$ cat src/hdl/cota_pkg.sv
`timescale 1ns / 1ps

package cota_pkg;

    localparam int TEMP_W  = 8;
    localparam int DELAY_W = 8;
    localparam int COUNT_W = 8;
    localparam int MODE_W  = 2;
    localparam int LEVEL_W = 2;
    localparam int ADDR_W  = 5;
    localparam int DATA_W  = 32;

    typedef enum logic [LEVEL_W-1:0] {
        LVL_CLEAR = 2'd0,
        LVL_WARN  = 2'd1,
        LVL_FAULT = 2'd2
    } level_t;

    typedef enum logic [MODE_W-1:0] {
        MODE_IDLE      = 2'd0,
        MODE_CHARGE    = 2'd1,
        MODE_DISCHARGE = 2'd2,
        MODE_UNUSED    = 2'd3
    } mode_t;

    typedef enum logic [2:0] {
        REG_CHG_WARN_LIMIT  = 3'd0,
        REG_CHG_FAULT_LIMIT = 3'd1,
        REG_DIS_WARN_LIMIT  = 3'd2,
        REG_DIS_FAULT_LIMIT = 3'd3,
        REG_CHG_FAULT_DELAY = 3'd4,
        REG_CHG_WARN_DELAY  = 3'd5,
        REG_DIS_FAULT_DELAY = 3'd6,
        REG_DIS_WARN_DELAY  = 3'd7
    } reg_index_t;

    typedef struct packed {
        logic signed [TEMP_W-1:0] warn_limit;
        logic signed [TEMP_W-1:0] fault_limit;
        logic [DELAY_W-1:0]       fault_delay;
        logic [DELAY_W-1:0]       warn_delay;
    } chan_cfg_t;

    localparam chan_cfg_t CHG_CFG_RESET = '{
        warn_limit:  8'sd45,
        fault_limit: 8'sd55,
        fault_delay: 8'd125,
        warn_delay:  8'd125
    };

    localparam chan_cfg_t DIS_CFG_RESET = '{
        warn_limit:  8'sd55,
        fault_limit: 8'sd60,
        fault_delay: 8'd125,
        warn_delay:  8'd125
    };

endpackage

$ cat src/hdl/cell_over_temp_alarm.sv
`timescale 1ns / 1ps

// cell over-temperature alarm, charge and discharge channels with a shared
// persistence counter
// input channel s_*: one beat per temperature tick (hottest cell temperature
// and battery mode); result channel m_*: one beat per input beat with both
// channel levels and a one-beat trip request
// a beat is held in the input register while the state update and the result
// are formed into the output register, from which m_valid is driven;
// throughput 1 beat per cycle while m_ready stays high
// the input register takes a new beat while a result waits, so one beat is
// held on each side when m_ready is low; s_ready falls only when both are full
// the limits and delays sit behind the apb port at byte address 4*index;
// the user writes them only while no beat is in flight; the block does not check
// reset (aresetn low, synchronous) empties both stages, clears both levels and
// the counter, and restores the default limits and delays

module cell_over_temp_alarm
    import cota_pkg::*;
(
    input  logic                     aclk,
    input  logic                     aresetn,

    input  logic                     psel,
    input  logic                     penable,
    input  logic                     pwrite,
    input  logic [ADDR_W-1:0]        paddr,
    input  logic [DATA_W-1:0]        pwdata,
    output logic [DATA_W-1:0]        prdata,
    output logic                     pready,

    input  logic                     s_valid,
    output logic                     s_ready,
    input  logic signed [TEMP_W-1:0] s_hottest_temp,
    input  logic [MODE_W-1:0]        s_battery_mode,

    output logic                     m_valid,
    input  logic                     m_ready,
    output logic [LEVEL_W-1:0]       m_charge_level,
    output logic [LEVEL_W-1:0]       m_discharge_level,
    output logic                     m_trip_request
);

    chan_cfg_t                chg_cfg_reg;
    chan_cfg_t                dis_cfg_reg;
    reg_index_t               cfg_index;
    logic                     cfg_write;

    logic                     in_valid_reg;
    logic signed [TEMP_W-1:0] in_temp_reg;
    mode_t                    in_mode_reg;

    logic [COUNT_W-1:0]       count_reg;
    logic [COUNT_W-1:0]       count_next;
    level_t                   chg_level_reg;
    level_t                   chg_level_next;
    level_t                   dis_level_reg;
    level_t                   dis_level_next;
    logic                     trip_next;

    logic                     out_valid_reg;
    level_t                   out_chg_reg;
    level_t                   out_dis_reg;
    logic                     out_trip_reg;

    logic                     out_free;
    logic                     advance;

    // configuration port
    assign pready    = 1'b1;
    assign cfg_write = psel && penable && pwrite;
    assign cfg_index = reg_index_t'(paddr[ADDR_W-1:2]);

    always_ff @(posedge aclk) begin
        if (!aresetn) begin
            chg_cfg_reg <= CHG_CFG_RESET;
            dis_cfg_reg <= DIS_CFG_RESET;
        end else if (cfg_write) begin
            unique case (cfg_index)
                REG_CHG_WARN_LIMIT:  chg_cfg_reg.warn_limit  <= pwdata[TEMP_W-1:0];
                REG_CHG_FAULT_LIMIT: chg_cfg_reg.fault_limit <= pwdata[TEMP_W-1:0];
                REG_DIS_WARN_LIMIT:  dis_cfg_reg.warn_limit  <= pwdata[TEMP_W-1:0];
                REG_DIS_FAULT_LIMIT: dis_cfg_reg.fault_limit <= pwdata[TEMP_W-1:0];
                REG_CHG_FAULT_DELAY: chg_cfg_reg.fault_delay <= pwdata[DELAY_W-1:0];
                REG_CHG_WARN_DELAY:  chg_cfg_reg.warn_delay  <= pwdata[DELAY_W-1:0];
                REG_DIS_FAULT_DELAY: dis_cfg_reg.fault_delay <= pwdata[DELAY_W-1:0];
                REG_DIS_WARN_DELAY:  dis_cfg_reg.warn_delay  <= pwdata[DELAY_W-1:0];
                default: ;
            endcase
        end
    end

    always_comb begin
        unique case (cfg_index)
            REG_CHG_WARN_LIMIT:  prdata = DATA_W'(unsigned'(chg_cfg_reg.warn_limit));
            REG_CHG_FAULT_LIMIT: prdata = DATA_W'(unsigned'(chg_cfg_reg.fault_limit));
            REG_DIS_WARN_LIMIT:  prdata = DATA_W'(unsigned'(dis_cfg_reg.warn_limit));
            REG_DIS_FAULT_LIMIT: prdata = DATA_W'(unsigned'(dis_cfg_reg.fault_limit));
            REG_CHG_FAULT_DELAY: prdata = DATA_W'(chg_cfg_reg.fault_delay);
            REG_CHG_WARN_DELAY:  prdata = DATA_W'(chg_cfg_reg.warn_delay);
            REG_DIS_FAULT_DELAY: prdata = DATA_W'(dis_cfg_reg.fault_delay);
            REG_DIS_WARN_DELAY:  prdata = DATA_W'(dis_cfg_reg.warn_delay);
            default:             prdata = '0;
        endcase
    end

    // handshake between the two stages
    assign out_free = !out_valid_reg || m_ready;
    assign advance  = in_valid_reg && out_free;
    assign s_ready  = !in_valid_reg || advance;

    // input register
    always_ff @(posedge aclk) begin
        if (!aresetn) begin
            in_valid_reg <= 1'b0;
        end else if (s_ready) begin
            in_valid_reg <= s_valid;
        end
    end

    always_ff @(posedge aclk) begin
        if (s_valid && s_ready) begin
            in_temp_reg <= s_hottest_temp;
            in_mode_reg <= mode_t'(s_battery_mode);
        end
    end

    cota_step u_step (
        .temp           (in_temp_reg),
        .mode           (in_mode_reg),
        .count          (count_reg),
        .chg_level      (chg_level_reg),
        .dis_level      (dis_level_reg),
        .chg_cfg        (chg_cfg_reg),
        .dis_cfg        (dis_cfg_reg),
        .count_next     (count_next),
        .chg_level_next (chg_level_next),
        .dis_level_next (dis_level_next),
        .trip           (trip_next)
    );

    // alarm state
    always_ff @(posedge aclk) begin
        if (!aresetn) begin
            count_reg     <= '0;
            chg_level_reg <= LVL_CLEAR;
            dis_level_reg <= LVL_CLEAR;
        end else if (advance) begin
            count_reg     <= count_next;
            chg_level_reg <= chg_level_next;
            dis_level_reg <= dis_level_next;
        end
    end

    // output register
    always_ff @(posedge aclk) begin
        if (!aresetn) begin
            out_valid_reg <= 1'b0;
        end else if (out_free) begin
            out_valid_reg <= in_valid_reg;
        end
    end

    always_ff @(posedge aclk) begin
        if (advance) begin
            out_chg_reg  <= chg_level_next;
            out_dis_reg  <= dis_level_next;
            out_trip_reg <= trip_next;
        end
    end

    assign m_valid           = out_valid_reg;
    assign m_charge_level    = out_chg_reg;
    assign m_discharge_level = out_dis_reg;
    assign m_trip_request    = out_trip_reg;

endmodule

$ cat src/hdl/cota_step.sv
`timescale 1ns / 1ps

module cota_step
    import cota_pkg::*;
(
    input  logic signed [TEMP_W-1:0] temp,
    input  mode_t                    mode,
    input  logic [COUNT_W-1:0]       count,
    input  level_t                   chg_level,
    input  level_t                   dis_level,
    input  chan_cfg_t                chg_cfg,
    input  chan_cfg_t                dis_cfg,
    output logic [COUNT_W-1:0]       count_next,
    output level_t                   chg_level_next,
    output level_t                   dis_level_next,
    output logic                     trip
);

    logic               do_recover;
    logic               do_detect;
    logic               use_chg;
    chan_cfg_t          ccfg;
    level_t             lvl;
    level_t             lvl_new;
    logic [COUNT_W-1:0] count_inc;

    assign count_inc = count + COUNT_W'(1);

    // pick which channel runs this beat: a latched fault takes precedence over mode
    always_comb begin
        do_recover = 1'b0;
        do_detect  = 1'b0;
        use_chg    = 1'b1;
        priority if (chg_level == LVL_FAULT) begin
            do_recover = 1'b1;
        end else if (dis_level == LVL_FAULT) begin
            do_recover = 1'b1;
            use_chg    = 1'b0;
        end else if (mode == MODE_CHARGE) begin
            do_detect = 1'b1;
        end else if (mode == MODE_DISCHARGE) begin
            do_detect = 1'b1;
            use_chg   = 1'b0;
        end else begin
            // idle and unused modes leave everything as it is
            do_detect = 1'b0;
        end
    end

    assign ccfg = use_chg ? chg_cfg : dis_cfg;
    assign lvl  = use_chg ? chg_level : dis_level;

    always_comb begin
        lvl_new    = lvl;
        count_next = count;
        trip       = 1'b0;
        if (do_recover) begin
            if (temp < ccfg.warn_limit) begin
                if (count_inc > ccfg.fault_delay) begin
                    count_next = '0;
                    lvl_new    = LVL_CLEAR;
                end else begin
                    count_next = count_inc;
                end
            end else begin
                count_next = '0;
            end
        end else if (do_detect) begin
            if (temp > ccfg.fault_limit) begin
                if (count > ccfg.fault_delay) begin
                    lvl_new = LVL_FAULT;
                    trip    = 1'b1;
                end else begin
                    count_next = count_inc;
                end
            end else if (temp > ccfg.warn_limit) begin
                if (count > ccfg.warn_delay) begin
                    lvl_new    = LVL_WARN;
                    count_next = '0;
                end else begin
                    count_next = count_inc;
                end
            end else begin
                count_next = '0;
                lvl_new    = LVL_CLEAR;
            end
        end
    end

    assign chg_level_next = (use_chg && (do_recover || do_detect)) ? lvl_new : chg_level;
    assign dis_level_next = (!use_chg && (do_recover || do_detect)) ? lvl_new : dis_level;

endmodule
$ cat config.mk
export PLATFORM = sky130hd
export DESIGN_NAME = cell_over_temp_alarm
export DESIGN_NICKNAME = d
export VERILOG_FILES = /design/src/hdl/cota_pkg.sv /design/src/hdl/cell_over_temp_alarm.sv /design/src/hdl/cota_step.sv
export SDC_FILE = /design/constraint.sdc
export NUM_CORES = 1
export LEC_CHECK = 0
export ABC_AREA = 1
export BUFFER_PORTS_ARGS = -buffer_cell sky130_fd_sc_hd__buf_2
export CORE_ASPECT_RATIO = 0.6
export CORE_UTILIZATION = 50
export DETAILED_ROUTE_END_ITERATION = 6
export PLACE_DENSITY = 0.82
export REMOVE_ABC_BUFFERS = 1
export SLEW_MARGIN = 0
export SYNTH_ARGS = -nofsm -noshare
export SYNTH_HDL_FRONTEND = slang
export SYNTH_SLANG_ARGS = --single-unit
$ cat constraint.sdc
create_clock -name aclk -period 9.55 [get_ports aclk]
set_input_delay 0 -clock aclk [delete_from_list [all_inputs] [get_ports aclk]]
set_output_delay 0 -clock aclk [all_outputs]
set_load 0.1 [all_outputs]
==> results.cfg <==
[place]
dp_hpwl_um = 10200
place_worst_setup_slack_ns = 5.96
finalWeightedCongestion = 0.900
portBuffers = 42

[setup_path]
rr_endpoint = m_discharge_level[1]
crit_top_cell = nand2_1
cp-end-kind = flop
max_stage_delay_ns = 0.52
reg2reg_depth = 16
slowest_stage = buf_4
critPathKind = reg -> reg
startpoint = in_mode_reg[1]
reg2reg_from = in_mode_reg[1]
crit_chain = ha_1 -> o21ai_4 -> buf_4 -> o21ai_0 -> ha_1 -> nand2_1 -> nor2_2 -> nand4_1 -> nand3_1 -> nand2_1 -> nand2_1 -> nand2_1 -> nand2_1 -> nand3_1 -> nand2_1 -> inv_1
crit_path_max_fanout = 63
arrival_ns = 3.80
rrSetupSlack_ns = 5.87
critPathBufInv = 2
crit_family = simple AND/OR/NAND/NOR gates
startpoint_type = flop
cp.required_ns = 9.67

[floorplan]
coreArea_um2 = 10700
die_area_um2 = 11600
initial_core_util = 0.521
die_w_um = 138
ios = 94
rows = 29
die-height_um = 83.8

[sta]
finClkSkew_ns = 0.00613
tightestPinTransition_ns = 0.967
drv_slew = 0
fin_ws_ns = 5.87
finalCriticalPeriod_ns = 3.68
slew_headroom = 0.353
fin_crit_sh = 0.385
fmax_mhz = 272
setup_viol = 0
hold_viol_final = 0
rsz0062_at_grt = false
setup_tns_ns = 0

[synth]
synthAdderAreaFrac = 0.0943
syn_area_um2 = 5570
synth_compound_area_frac = 0.180
synth_top_family_by_area = simple AND/OR/NAND/NOR gates
ys_seq_elements = 93
ys_types = 40
syn_avg_cell_area_um2 = 7.39
yosys.area_share.simple = 0.239
synth_warnings = 0
yosysSeqAreaShare = 0.361
synth_edf_count = 15
async_flop_share = 0
synthMuxAreaShare = 0
syn_inst = 754
synth_xor_area_frac = 0.00786
synthFlopType = dfxtp_1

[global_route]
grt_start_max_net_pins = 64
grt_pass1_vias = 4506
grt_usage = 0.259
antenna_found_initial = 0
grt_pass1_wl_um = 23200
grt_overflow_total = 0

[worst_hold_path]
hold_path.class = in -> reg
hold_depth = 3
hold_start = pwdata[7]
min_to = dis_cfg_reg[31]

[pwr]
ir_drop_mv = 0.128
p_leak_nw = 3.04
power-per-cell-area_nw_per_um2 = 166

[cells_and_area]
final_common_cell = nand2_1
fillers = 973
syn_to_final_growth_pct = 12.2
final_nets = 899
n_antenna_cell = 0
final_cell_mix = 161 x nand2_1, 80 x inv_1, 78 x dfxtp_1
layout-drive-gt1-share = 0.114

[clocking]
clock_sinks = 93
cts_resized = 0
cts_buffer_depth = 2
clock_latency_ns = 0.36
cts_root_buf = clkbuf_16
cts_hold_buf = 20
postCtsSetupBuffers = 0
cts_tree = done
cts.htree.levels = 3
numCtsBuffers = 9
path_clk_slew_ns = 0.07

[detailed_routing]
drt_iter0_drc = 573
vias = 5202
drc = 8
wire_per_inst_um = 15.2
wl_um = 14400
detail_route.vias_per_cell = 5.49
dr.pass1.iters = 7
final_antenna_net_count = 0

[status]
status = complete, but fails checks
violations = design-rule violations

[run]
cap_violations = 0
[kinds of logic (layout without fill, tap and decap cells)]
| group | count (synthesis) | after routing |
|---|---|---|
| and+or+nand+nor | 297 | 297 |
| DFF | 93 | 93 |
| xor gates and xnor gates | 5 | 5 |
| adders and majority gates | 42 | 42 |
| other | 2 | 25 |
| AOI/OAI and AO/OA | 174 | 174 |
| buffers and inverters | 141 | 172 |
[synth_stat cells, types with 3 or more instances]
master | instances | area [µm²]
a221oi_1 | 15 | 131
ha_1 | 42 | 526
o211ai_1 | 17 | 128
o22ai_1 | 9 | 56.3
nand4_1 | 7 | 43.8
inv_2 | 10 | 37.5
o21ai_1 | 5 | 25.0
buf_2 | 3 | 15.0
nor2_2 | 5 | 31.3
nand3_1 | 47 | 235
clkbuf_1 | 16 | 60.1
a21oi_1 | 49 | 245
a21o_1 | 3 | 22.5
nand2_1 | 161 | 604
nor3_4 | 4 | 65.1
o21ai_0 | 73 | 365
buf_4 | 26 | 195
inv_1 | 80 | 300
nand2_2 | 4 | 25.0
edfxtp_1 | 15 | 450
nor2_4 | 4 | 45.0
nor2_1 | 57 | 214
dfxtp_1 | 78 | 1560
xor2_1 | 3 | 26.3
[worst max path at each step]
stage,endpoint,slack [ns],cells past startpoint
finish,m_discharge_level[1],5.87,16
global route,count_reg[1],5.56,18
CTS,m_charge_level[1],5.94,16
detailed placement,m_discharge_level[1],5.96,16
global placement,m_charge_level[1],6.02,16
floorplan,m_discharge_level[1],5.14,15
[stage by stage]
stage | hold slack [ns] | power, mW | instance area, µm² | utilization | std cells
final | 0.0211 | 1.04 | 6250 | 0.584 | 947
after global routing | 0.0292 | 1.08 | 6250 | 0.584 | 947
after CTS | 0.0108 | 1.04 | 6250 | 0.584 | 947
after detailed placement | 0.178 | 0.678 | 5760 | 0.538 | 911
after global placement | 0.177 | 0.674 | 5760 | 0.538 | 911
after floorplan | 0.0841 | 0.621 | 5350 | - | 728
[tightest hold or removal path, cell delays in order]
cell and delay [ns]:
buf_2 0.17, nor2_1 0.11, nor2_1 0.05
[layer usage]
layer	global-route usage	routed length (µm)	up-vias	part of all wire
li1	-	-	2580	-
met4	0.0501	104	0	0.0072
met1	0.392	6860	2344	0.48
met5	0	0	-	0
met3	0.0740	1750	11	0.12
met2	0.359	5690	267	0.39
[where the power goes]
group / leakage [nW] / switching, mW / total, mW / internal [mW]
Combinational: 2.12 / 0.198 / 0.262 / 0.0632
Clock: 0.145 / 0.172 / 0.356 / 0.184
Sequential: 0.779 / 0.00968 / 0.421 / 0.411
[area by class of cell]
class                           instances  area [µm²]  area share
Clock inverter                          7        63.8      0.0102
Timing Repair Buffer                   64         425      0.0681
Clock buffer                            9         225      0.0360
Multi-Input combinational cell        543        3010       0.481
Sequential cell                        93        2010       0.322
Inverter                               92         345      0.0552
Tap cell                              139         174      0.0278
Note: power is estimated with default switching activity, not from simulation.
